===== src/design/eaur_pkg.sv =====
`default_nettype none

package eaur_pkg;

   localparam int unsigned PeriodWidth = 14;
   localparam int unsigned LevelWidth  = 12;

   localparam logic [PeriodWidth-1:0] FramePeriodReset = 14'd7458;
   localparam logic [LevelWidth-1:0]  LevelReset       = 12'd4080;

   // item kinds
   localparam logic [1:0] ReqTick      = 2'd0;
   localparam logic [1:0] ReqWrite     = 2'd1;
   localparam logic [1:0] ReqStatusRd  = 2'd2;
   localparam logic [1:0] ReqIrqRd     = 2'd3;

   // register addresses
   localparam logic [15:0] AddrCtrlOne   = 16'h5000;
   localparam logic [15:0] AddrLenOne    = 16'h5003;
   localparam logic [15:0] AddrCtrlTwo   = 16'h5004;
   localparam logic [15:0] AddrLenTwo    = 16'h5007;
   localparam logic [15:0] AddrPcmMode   = 16'h5010;
   localparam logic [15:0] AddrPcmDac    = 16'h5011;
   localparam logic [15:0] AddrEnables   = 16'h5015;

   localparam int unsigned HaltBit      = 5;
   localparam int unsigned IrqEnableBit = 7;

   typedef struct packed {
      logic [7:0]            read_data;
      logic [LevelWidth-1:0] dac_level;
      logic                  irq_line;
   } result_type;

   function automatic logic [7:0] length_lookup(input logic [4:0] idx);
      logic [7:0] v;
      case (idx)
         5'd0:  v = 8'h0A;  5'd1:  v = 8'hFE;  5'd2:  v = 8'h14;  5'd3:  v = 8'h02;
         5'd4:  v = 8'h28;  5'd5:  v = 8'h04;  5'd6:  v = 8'h50;  5'd7:  v = 8'h06;
         5'd8:  v = 8'hA0;  5'd9:  v = 8'h08;  5'd10: v = 8'h3C;  5'd11: v = 8'h0A;
         5'd12: v = 8'h0E;  5'd13: v = 8'h0C;  5'd14: v = 8'h1A;  5'd15: v = 8'h0E;
         5'd16: v = 8'h0C;  5'd17: v = 8'h10;  5'd18: v = 8'h18;  5'd19: v = 8'h12;
         5'd20: v = 8'h30;  5'd21: v = 8'h14;  5'd22: v = 8'h60;  5'd23: v = 8'h16;
         5'd24: v = 8'hC0;  5'd25: v = 8'h18;  5'd26: v = 8'h48;  5'd27: v = 8'h1A;
         5'd28: v = 8'h10;  5'd29: v = 8'h1C;  5'd30: v = 8'h20;  default: v = 8'h1E;
      endcase
      return v;
   endfunction

endpackage

`default_nettype wire


===== src/design/expansion_audio_register_unit.sv =====
`default_nettype none
// Channel  Direction  Handshake             Payload
// req      in         req_valid/req_ready   req_type, req_addr, req_data
// rsp      out        rsp_valid/rsp_ready   rsp_read_data, rsp_dac_level, rsp_irq_line
// csr      in         csr_valid/csr_ready   csr_data (frame period)
//
// One item per cycle while req_ready is high; its result appears in the cycle after acceptance.
// Throughput is set by the result register: req_ready drops only while a
// result waits and rsp_ready is low, and rises again the cycle it drains.
// Synchronous reset puts all state but the held result data at its power-on values
// (DAC level 4080, frame countdown 1, frame period 7458). csr_ready is always high.

module expansion_audio_register_unit (
   input  wire logic         clock,
   input  wire logic         reset,
   input  wire logic         req_valid,
   output logic              req_ready,
   input  wire logic [1:0]   req_type,
   input  wire logic [15:0]  req_addr,
   input  wire logic [7:0]   req_data,
   output logic              rsp_valid,
   input  wire logic         rsp_ready,
   output logic [7:0]        rsp_read_data,
   output logic [11:0]       rsp_dac_level,
   output logic              rsp_irq_line,
   input  wire logic         csr_valid,
   output logic              csr_ready,
   input  wire logic [13:0]  csr_data
);
   import eaur_pkg::*;

   logic [PeriodWidth-1:0] reload_period_ff;
   logic                   take;
   logic                   out_busy;
   result_type             next_result;
   result_type             rsp_data;

   // Frame period register; writes land whenever offered.
   assign csr_ready = 1'b1;
   always_ff @(posedge clock) begin
      if (reset) reload_period_ff <= FramePeriodReset;
      else if (csr_valid) reload_period_ff <= csr_data;
   end

   // Accept while the result slot is free or draining.
   assign req_ready = !out_busy;
   assign take      = req_valid && req_ready;

   // State and result logic for one item.
   eaur_core u_core (
      .clock         (clock),
      .reset         (reset),
      .reload_period (reload_period_ff),
      .item_take     (take),
      .item_kind     (req_type),
      .item_addr     (req_addr),
      .item_data     (req_data),
      .result        (next_result)
   );

   // Result register toward the rsp side.
   eaur_out_reg u_out (
      .clock     (clock),
      .reset     (reset),
      .load      (take),
      .load_data (next_result),
      .taken     (rsp_ready),
      .busy      (out_busy),
      .out_valid (rsp_valid),
      .out_data  (rsp_data)
   );

   assign rsp_read_data = rsp_data.read_data;
   assign rsp_dac_level = rsp_data.dac_level;
   assign rsp_irq_line  = rsp_data.irq_line;

   // An accepted item always shows up as a result next cycle.
   a_take_gives_rsp: assert property (@(posedge clock) disable iff (reset)
      take |=> rsp_valid)
      else $error("accepted item produced no result");

   // IRQ status read clears the flag.
   a_irq_read_clears: assert property (@(posedge clock) disable iff (reset)
      take && req_type == ReqIrqRd |=> !rsp_irq_line)
      else $error("irq flag survived a status read");

   // Ticks and writes return zero read data.
   a_no_read_data: assert property (@(posedge clock) disable iff (reset)
      take && (req_type == ReqTick || req_type == ReqWrite) |=> rsp_read_data == 8'h00)
      else $error("nonzero read data on tick or write");

   // DAC level is always a multiple of 16.
   a_level_step: assert property (@(posedge clock) disable iff (reset)
      rsp_valid |-> rsp_dac_level[3:0] == 4'h0)
      else $error("dac level not a multiple of 16");

endmodule

`default_nettype wire


===== src/design/eaur_core.sv =====
`default_nettype none

module eaur_core (
   input  wire logic                              clock,
   input  wire logic                              reset,
   input  wire logic [eaur_pkg::PeriodWidth-1:0]  reload_period,
   input  wire logic                              item_take,
   input  wire logic [1:0]                        item_kind,
   input  wire logic [15:0]                       item_addr,
   input  wire logic [7:0]                        item_data,
   output eaur_pkg::result_type                   result
);
   import eaur_pkg::*;

   logic [PeriodWidth-1:0] countdown_ff, countdown_in;
   logic [7:0]             len_one_ff, len_one_in, len_two_ff, len_two_in;
   logic                   en_one_ff, en_one_in, en_two_ff, en_two_in;
   logic                   halt_one_ff, halt_one_in, halt_two_ff, halt_two_in;
   logic                   read_mode_ff, read_mode_in;
   logic                   irq_en_ff, irq_en_in;
   logic                   irq_flag_ff, irq_flag_in;
   logic [LevelWidth-1:0]  level_ff, level_in;
   logic [7:0]             rd;
   logic [7:0]             len_load;

   assign len_load = length_lookup(item_data[7:3]);

   always_comb begin
      countdown_in = countdown_ff;
      len_one_in   = len_one_ff;
      len_two_in   = len_two_ff;
      en_one_in    = en_one_ff;
      en_two_in    = en_two_ff;
      halt_one_in  = halt_one_ff;
      halt_two_in  = halt_two_ff;
      read_mode_in = read_mode_ff;
      irq_en_in    = irq_en_ff;
      irq_flag_in  = irq_flag_ff;
      level_in     = level_ff;
      rd           = 8'h00;
      case (item_kind)
         ReqTick: begin
            if (countdown_ff <= PeriodWidth'(1)) begin
               countdown_in = reload_period;
               if (len_one_ff != 8'h00 && !halt_one_ff) len_one_in = len_one_ff - 8'd1;
               if (len_two_ff != 8'h00 && !halt_two_ff) len_two_in = len_two_ff - 8'd1;
            end else begin
               countdown_in = countdown_ff - PeriodWidth'(1);
            end
         end
         ReqWrite: begin
            unique case (item_addr)
               AddrCtrlOne: halt_one_in = item_data[HaltBit];
               AddrCtrlTwo: halt_two_in = item_data[HaltBit];
               AddrLenOne:  if (en_one_ff) len_one_in = len_load;
               AddrLenTwo:  if (en_two_ff) len_two_in = len_load;
               AddrPcmMode: begin
                  read_mode_in = item_data[0];
                  irq_en_in    = item_data[IrqEnableBit];
               end
               AddrPcmDac: begin
                  if (!read_mode_ff) begin
                     if (item_data == 8'h00) irq_flag_in = irq_en_ff;
                     else level_in = {item_data, 4'h0};
                  end
               end
               AddrEnables: begin
                  en_one_in = item_data[0];
                  en_two_in = item_data[1];
                  if (!item_data[0]) len_one_in = 8'h00;
                  if (!item_data[1]) len_two_in = 8'h00;
               end
               default: ;
            endcase
         end
         ReqStatusRd: rd = {6'd0, len_two_ff != 8'h00, len_one_ff != 8'h00};
         default: begin
            rd          = {irq_flag_ff & irq_en_ff, 6'd0, read_mode_ff};
            irq_flag_in = 1'b0;
         end
      endcase
   end

   assign result.read_data = rd;
   assign result.dac_level = level_in;
   assign result.irq_line  = irq_flag_in;

   always_ff @(posedge clock) begin
      if (reset) begin
         countdown_ff <= PeriodWidth'(1);
         len_one_ff   <= 8'h00;
         len_two_ff   <= 8'h00;
         en_one_ff    <= 1'b0;
         en_two_ff    <= 1'b0;
         halt_one_ff  <= 1'b0;
         halt_two_ff  <= 1'b0;
         read_mode_ff <= 1'b0;
         irq_en_ff    <= 1'b0;
         irq_flag_ff  <= 1'b0;
         level_ff     <= LevelReset;
      end else if (item_take) begin
         countdown_ff <= countdown_in;
         len_one_ff   <= len_one_in;
         len_two_ff   <= len_two_in;
         en_one_ff    <= en_one_in;
         en_two_ff    <= en_two_in;
         halt_one_ff  <= halt_one_in;
         halt_two_ff  <= halt_two_in;
         read_mode_ff <= read_mode_in;
         irq_en_ff    <= irq_en_in;
         irq_flag_ff  <= irq_flag_in;
         level_ff     <= level_in;
      end
   end

endmodule

`default_nettype wire


===== src/design/eaur_out_reg.sv =====
`default_nettype none

module eaur_out_reg (
   input  wire logic                 clock,
   input  wire logic                 reset,
   input  wire logic                 load,
   input  wire eaur_pkg::result_type load_data,
   input  wire logic                 taken,
   output logic                      busy,
   output logic                      out_valid,
   output eaur_pkg::result_type      out_data
);
   import eaur_pkg::*;

   logic       valid_ff, valid_in;
   result_type data_ff;

   // full and not draining this cycle
   assign busy     = valid_ff && !taken;
   assign valid_in = load || (valid_ff && !taken);

   always_ff @(posedge clock) begin
      if (reset) valid_ff <= 1'b0;
      else valid_ff <= valid_in;
   end

   always_ff @(posedge clock) begin
      if (load) data_ff <= load_data;
   end

   assign out_valid = valid_ff;
   assign out_data  = data_ff;

endmodule

`default_nettype wire


===== config.mk =====
export PLATFORM = sky130hd
export DESIGN_NAME = expansion_audio_register_unit
export DESIGN_NICKNAME = d
export VERILOG_FILES = /design/src/design/eaur_pkg.sv /design/src/design/expansion_audio_register_unit.sv /design/src/design/eaur_core.sv /design/src/design/eaur_out_reg.sv
export SDC_FILE = /design/constraint.sdc
export NUM_CORES = 1
export LEC_CHECK = 0
export ABC_AREA = 1
export BUFFER_PORTS_ARGS = -buffer_cell sky130_fd_sc_hd__buf_4
export CORE_UTILIZATION = 51
export CTS_CLUSTER_SIZE = 16
export DETAILED_ROUTE_END_ITERATION = 8
export GPL_TIMING_DRIVEN = 0
export PLACE_DENSITY = 0.69
export SYNTH_ARGS = -nofsm -noshare
export SYNTH_HDL_FRONTEND = slang
export SYNTH_HIERARCHICAL = 1
export SYNTH_SLANG_ARGS = --single-unit

===== constraint.sdc =====
create_clock -name clock -period 4.53 [get_ports clock]
set_input_delay 1.1325 -clock clock [delete_from_list [all_inputs] [get_ports clock]]
set_output_delay 1.1325 -clock clock [all_outputs]
set_load 0.01 [all_outputs]

==> metrics.md, run 1 <==
| Metric | Value |
|---|---|
| Number of max-cap violations | 0 |
| Iter 0 DRT Violations | 271 |
| First-pass GRT wire length | ~20,000 um |
| DP Area | 5550 um^2 |
| Final Max Slew Viols | 0 |
| CTS max path bufs | 2 |
| Vias/cell | 5.15 |
| Hold Path Class | flop to flop |
| Min setup slack post-route | 1.52 ns |
| ANT nets after route | 0 |
| CP Class | input port to flop |
| Distinct cells, synth | 36 |
| Dpl ws | roughly 1.1 ns |
| Finished Cell Area | between 5000 and 6000 um^2 |
| CP cell instances | buf_4, inv_1, nand2_2, inv_1, nor2_2, buf_16, buf_2, inv_1, nor3_1, nand4_1, nand2_2, nand2_2, o21ai_1, nor2_1 |
| Initial Utilization | 52.5% |
| ANT cells | 0 |
| Commonest non-fill, non-tap cell in the layout | nand2_1 |
| HPWL Detailed | 8910 um |
| Number of setup violations in the final report | 0 |
| Worst-Skew Late Latency | about 0.36 ns |
| Die Area | around 9900 um^2 |
| Worst EP required | 4.79 ns |
| Clk sinks | 85 |
| Netlist Area Pre-Place | 4850 um^2 |
| Syn Area/Cell | 6.93 um^2 |
| CTS clk-pin slew, worst paths | ~0.09 ns |
| RSZ-0062 raised after global routing | false |
| Synthesized instance count | 699 |
| DRC violations left | 0 |
| Die width | 99.5 um |
| Status | complete, no violations |
| GRT Util Overall | between 20 and 30% |
| Leakage | about 2.7 nW |
| Bufs and invs on worst path | 6 |
| GRT overflow | 0 |
| Tmin final | between 3 and 4 ns |
| Area grow syn2layout | 18.2% |
| Die height | about 99 um |
| Pre-Repair DR Iteration Count | 5 |
| Setup bufs post-CTS | 0 |
| Slowest CP cell | nor2_2 |
| Root buffer cell | clkbuf_8 |
| Pwr dens | 307 nW/um^2 |
| Hold buffers post-CTS | 0 |
| Row count | 35 |
| Critical Path AT | 3.27 ns |
| Vias | 4,713 |
| CTS tree | yes |
| Peak Freq | about 330 MHz |
| Slew headroom | 61.4% |
| Crit path largest cell delay | roughly 0.33 ns |
| Largest net degree at the start of global routing | 19 |
| Final Hold Vio Count | 0 |
| H-tree depth | 3 |
| Worst Tran Pin Value | 0.578 ns |
| Maximum VDD drop | 0.160 mV |
| Commonest cells after routing, fill and taps aside | nand2_1, nor2_1, inv_1 |
| Pwr Total | 1.76 mW |
| Synthesized flop and latch total | 85 |
| Placed insts | 899 |
| Detailed-route wire length | approximately 12,000 um |
| Io pins | a little under 70 |
| PostCTS Resize Cnt | 0 |
| Share of cells above drive strength 1 | 17.6% |
| Port bufs | 66 |
| TNS Setup | 0 ns |
| Core area | 9240 um^2 |
| Initial antenna violation count | 0 |
| Warnings from Yosys | 6 |
| Vias in the first global route | ~4,300 |
| Fin Clk Skew | approximately 0.012 ns |
| Register area share after synthesis | roughly 39% |
| Top delay family on crit path | simple AND/OR/NAND/NOR gates |
| Crit start category | input port |
| Non-Filler Instances | around 920 |
| CP endpoint kind | flop |
| CTS Buf Count | 9 |
| NumNets Final | 837 |
| Placer congestion estimate | between 0.8 and 0.9 |
| CP Max Fanout | 18 |
| Final period util | 66.5% |
| Post-DR wirelength/cell | 12.9 um |
-- kinds of logic (layout without fill, tap and decap cells) --
kind of cell	count (synthesis)	count (layout)	share of synthesized area [%]
buffers and inverters	112	195	10.4
flip-flops	85	85	39.4
adder cells (fa/ha/maj)	11	11	2.84
AO/OA/AOI/OAI	118	118	13.7
XOR/XNOR	6	6	1.08
AND/OR/NAND/NOR	365	365	32.4
other	2	6	0.155
-- per-stage QoR --
step	utilization, %	hold slack, ns
6_report	62.0	0.457
5_1_grt	62.0	0.480
4_1_cts	62.0	0.456
3_5_place_dp	60.1	0.443
3_3_place_gp	59.7	0.440
2_1_floorplan	-	0.424
-- worst register-to-register path, cell delays in order (launching register included) --
cell and delay [ns]:
dfxtp_1 0.33, nand2_2 0.08, inv_1 0.06, nor2_2 0.33
buf_16 0.21, buf_2 0.24, inv_1 0.18, nor3_1 0.23
nand4_1 0.19, nand2_2 0.20, nand2_2 0.13, o21ai_1 0.15
nor2_1 0.06
-- state kept, by name, summed over array words and instances, names as in the netlist --
| register | cells |
|---|---|
| u_core/en_one_ff | 1 |
| u_core/irq_flag_ff | 1 |
| u_core/halt_two_ff | 1 |
| u_core/len_two_ff | 8 |
| u_core/en_two_ff | 1 |
| u_core/irq_en_ff | 1 |
| u_core/read_mode_ff | 1 |
| u_core/countdown_ff | 14 |
| u_out/out_valid | 1 |
| u_core/len_one_ff | 8 |
| u_core/halt_one_ff | 1 |
| u_core/level_ff | 12 |
| u_out/out_data | 21 |
| reload_period_ff | 14 |
-- synthesized netlist by cell type --
cell type / number / area [um^2]
a21o_1: 1 / 7.51
nor2_2: 3 / 18.8
a21oi_1: 47 / 235
inv_2: 9 / 33.8
clkbuf_1: 7 / 26.3
nand3b_1: 5 / 37.5
xnor2_1: 1 / 8.76
o21ai_0: 33 / 165
ha_1: 11 / 138
and3_1: 2 / 12.5
o21bai_1: 1 / 7.51
inv_1: 75 / 282
o21a_1: 1 / 7.51
buf_2: 7 / 35.0
conb_1: 2 / 7.51
nor3_1: 6 / 30.0
edfxtp_1: 21 / 631
nand3_1: 60 / 300
o21ai_4: 1 / 16.3
a21oi_2: 2 / 17.5
nor2_1: 97 / 364
nand2_2: 10 / 62.6
o31ai_1: 1 / 7.51
nand2_1: 169 / 634
xor2_1: 5 / 43.8
o22ai_1: 2 / 12.5
nor2_4: 5 / 56.3
o21bai_4: 1 / 18.8
nand3_2: 1 / 10.0
buf_6: 6 / 67.6
buf_4: 8 / 60.1
or2_2: 1 / 6.26
dfxtp_1: 64 / 1280
nand4_1: 6 / 37.5
o211ai_1: 11 / 82.6
o21ai_1: 17 / 85.1
-- layout make-up --
| class | instances | area (um^2) |
|---|---|---|
| timing repair buffer | 67 | 523 |
| multi-input combinational | 506 | 2450 |
| inverter | 84 | 315 |
| clock buffer | 10 | 138 |
| tap | 129 | 161 |
| sequential | 85 | 1910 |
| buffer | 28 | 189 |
| fill | 863 | 3510 |
| clock inverter | 6 | 45.0 |
-- final timing paths --
check                                            to                            start  slack (ns)  cells past startpoint
setup reg to reg  u_core/len_one_ff[3]$_SDFFE_PP0P_       u_out/out_valid$_SDFF_PP0_        2.06                     12
hold / removal      u_core/halt_two_ff$_SDFFE_PP0P_  u_core/halt_two_ff$_SDFFE_PP0P_        0.46                      2
hold reg to reg     u_core/halt_two_ff$_SDFFE_PP0P_  u_core/halt_two_ff$_SDFFE_PP0P_        0.46                      2
setup / recovery  u_core/len_one_ff[3]$_SDFFE_PP0P_                        rsp_ready        1.52                     14
-- metal layers --
layer  part of all wire [%]  wire length (um)  GRT usage (%)  up-vias
met5                      0                 0              0        -
met3                    6.3               737           2.88       16
met1                     49              5780           36.1     2122
met4                    1.4               161           9.16        0
li1                       -                 -              -     2411
met2                     43              5110           39.4      164
-- power breakdown --
part	leakage (nW)	total (mW)	internal (mW)	switching [mW]
Clock	0.0853	0.509	0.217	0.292
Sequential	0.717	0.835	0.814	0.0213
Combinational	1.91	0.414	0.152	0.261
Total	2.71	1.76	1.18	0.575
No activity file was read; power rests on OpenSTA's default activity.
==> inputs of run 2 (changes only) <==
Settings changed: ABC_AREA 1 to 0, PLACE_DENSITY 0.69 to 0.72.
Clock period 4.53 ns to 2.6 ns, I/O delays scaled along.
==> metrics.md, run 2 <==
| Metric | Value |
|---|---|
| Register area share after synthesis | 41.3% |
| Share of cells above drive strength 1 | roughly 21% |
| Core area | about 9000 um^2 |
| Initial Utilization | 52.8% |
| Tmin final | between 2 and 3 ns |
| EDFF count, synth | 21 |
| Vias/cell | 6.02 |
| Seq pwr share | approximately half |
| Final-layout fill cell count | just under 800 |
| Largest net degree at the start of global routing | 16 |
| Count leader, synth | nand2_1 |
| Commonest cells after routing, fill and taps aside | buf_4, nand2_1, dfxtp_1 |
| Detailed-route wire length | 12,300 um |
| Syn Area/Cell | between 8 and 9 um^2 |
| Top cells by count, synth | nand2_1, dfxtp_1, nor2_1 |
| Commonest non-fill, non-tap cell in the layout | buf_4 |
| Max reg flops | 21 |
| Peak Freq | around 390 MHz |
| CP Max Fanout | 7 |
| Dpl ws | -0.601 ns |
| Clk sinks | 85 |
| Die Area | around 9500 um^2 |
| Compound-Gate Fraction of Synth Area | 17.8% |
| Clk network pwr share | 33.5% |
| Synthesized instance count | 548 |
| Simple-gate share of the synthesized area | 28.0% |
| Switching part of the total | 27.3% |
| Vias in the first global route | 4,212 |
| Distinct cells, synth | 69 |
| DRC violations left | 0 |
| CTS Buf Count | 9 |
| H-tree depth | 3 |
| GRT Util Overall | 26.6% |
| Final Max Slew Viols | 0 |
| Initial antenna violation count | 0 |
| Root buffer cell | clkbuf_8 |
| Status | complete, no violations |
| Placer congestion estimate | approximately 0.96 |
| Worst path most repeated cell | buf_4 |
| First-pass GRT wire length | between 20,000 and 25,000 um |
| Top cells by area, synth | dfxtp_1, edfxtp_1, nand2_1 |
| Io pins | 69 |
| Synth top area share | 27.7% |
| Top delay family on crit path | simple AND/OR/NAND/NOR gates |
| Synth area leader | dfxtp_1 |
| Finished Cell Area | 5640 um^2 |
| Slowest CP cell | or4_4 |
| Fin Clk Skew | 0.0102 ns |
| Final Hold Vio Count | 0 |
| Worst Tran Pin Value | 0.911 ns |
| Number of setup violations in the final report | 0 |
| Area grow syn2layout | 21.9% |
| CP endpoint kind | flop |
| Synthesized flop and latch total | 85 |
| DP Area | 5250 um^2 |
| Vias | 4,536 |
| Adder-Cell Fraction of Synth Area | 2.97% |
| ANT cells | 0 |
| NumNets Final | a little under 700 |
| CP cell instances | or4_4, buf_4, nor4_4, nand2_2, o41ai_4, buf_4, nor2_1, a22o_1 |
| Crit path largest cell delay | between 0.5 and 0.6 ns |
| Iter 0 DRT Violations | 484 |
| Port bufs | 62 |
| Post-DR wirelength/cell | 16.4 um |
| Worst-Skew Late Latency | 0.35 ns |
| Bufs and invs on worst path | 2 |
| ANT nets after route | 0 |
| Row count | 34 |
| Final period util | 97.9% |
| Pre-Repair DR Iteration Count | 5 |
| CTS clk-pin slew, worst paths | 0.09 ns |
| Number of max-cap violations | 0 |
| Crit start category | flop |
| Netlist Area Pre-Place | 4630 um^2 |
| Area of the multi-input gates | 2520 um^2 |
| Slew headroom | 39.0% |
| Hold Path Class | flop to flop |
| Internal power | 2.13 mW |
| Switching pwr | between 0.7 and 0.8 mW |
| Combinational share of power | 18.3% |
| CTS max path bufs | 2 |
| HPWL Detailed | 8460 um |
| Main synth FF type | dfxtp_1 |
| Hold Slack | between 0.4 and 0.5 ns |
| CTS tree | yes |
| Die width | 97.3 um |
| Leakage | 2.30 nW |
| Sequential cell area | slightly below 2000 um^2 |
| Pwr dens | 519 nW/um^2 |
| Fraction of registers with async set/reset | 0% |
| GRT overflow | 0 |
| Post-synthesis xor/xnor area fraction | 0.189% |
| Min setup slack post-route | 0.0542 ns |
| Die height | 97.3 um |
| Post-synthesis mux area share | 3.73% |
| Largest family of logic cells by synthesized area | simple AND/OR/NAND/NOR gates |
| Critical Path AT | 2.79 ns |
| CP Class | flop to flop |
| Warnings from Yosys | 6 |
| Worst EP required | 2.85 ns |
| Maximum VDD drop | 0.255 mV |
-- run 2: what timing repair did --
| action | CTS | global route |
|---|---|---|
| setup buffers | 6 | 8 |
| setup endpoints to repair | 30 | 32 |
| cloned | 1 | 0 |
| resized for setup | 12 | 10 |
| hold buffers | 0 | 0 |
| pin swaps | 5 | 4 |
-- run 2: cell type report --
cell class / count / share of cell area, %
repair buffers: 76 / 10.1
inverters: 20 / 1.33
well taps: 108 / 2.40
clock inverters: 4 / 0.954
flip-flops and latches: 85 / 34.1
multi-input cells: 411 / 44.6
clock buffers: 12 / 2.77
plain buffers: 37 / 3.73
-- run 2: kinds of logic (layout without fill, tap and decap cells) --
kind of cell / count (synthesis) / in the layout
simple gates: 250 / 251
compound gates: 126 / 126
xor+xnor: 1 / 1
mux: 16 / 16
flops: 85 / 85
buf+inv: 57 / 149
other cells: 2 / 6
fa+ha+maj: 11 / 11
-- run 2: worst reg2reg max path, delay by kind of cell, from the launching register on --
kind	cells	cell delay, ns
simple gates	4	1.08
compound gates	2	0.67
buf+inv	2	0.36
flops	1	0.35
-- run 2: stage by stage --
| stage | setup TNS, ns | util, % | power (mW) | std cells |
|---|---|---|---|---|
| final | 0 | 64.3 | 2.93 | 753 |
| after global routing | -0.0702 | 64.3 | 3.05 | 753 |
| after CTS | 0 | 63.4 | 2.92 | 745 |
| after detailed placement | -18.33 | 60.0 | 1.90 | 722 |
| after global placement | -16.02 | 60.0 | 1.89 | 722 |
| after floorplan | 0 | - | 1.73 | 552 |
-- run 2: power groups by stage --
stage	clock network [mW]	logic, mW	registers, mW
2_1_floorplan	0	0.292	1.44
3_3_place_gp	0	0.450	1.44
3_5_place_dp	0	0.460	1.44
4_1_cts	1.00	0.505	1.41
5_1_grt	1.06	0.582	1.42
6_report	0.981	0.534	1.41
-- run 2: path summary, 6_finish.rpt --
path	startpoint	slack, ns	endpoint	depth (start not counted)
hold reg to reg	u_core/level_ff[3]$_SDFFE_PP0P_	0.46	u_core/level_ff[3]$_SDFFE_PP0P_	1
setup reg to reg	u_core/countdown_ff[9]$_SDFFE_PP0P_	0.05	u_core/len_two_ff[4]$_SDFFE_PP0P_	8
setup / recovery	u_core/countdown_ff[9]$_SDFFE_PP0P_	0.05	u_core/len_two_ff[4]$_SDFFE_PP0P_	8
hold / removal	u_core/level_ff[3]$_SDFFE_PP0P_	0.46	u_core/level_ff[3]$_SDFFE_PP0P_	1
-- run 2: routing by layer --
layer	vias up	wire length (um)	global-route usage [%]	share of wire [%]
met3	45	904	4.46	7.3
met1	2109	5140	34.1	42
met2	222	5970	44.6	48
li1	2160	-	-	-
met4	0	313	10.7	2.5
met5	-	0	0	0
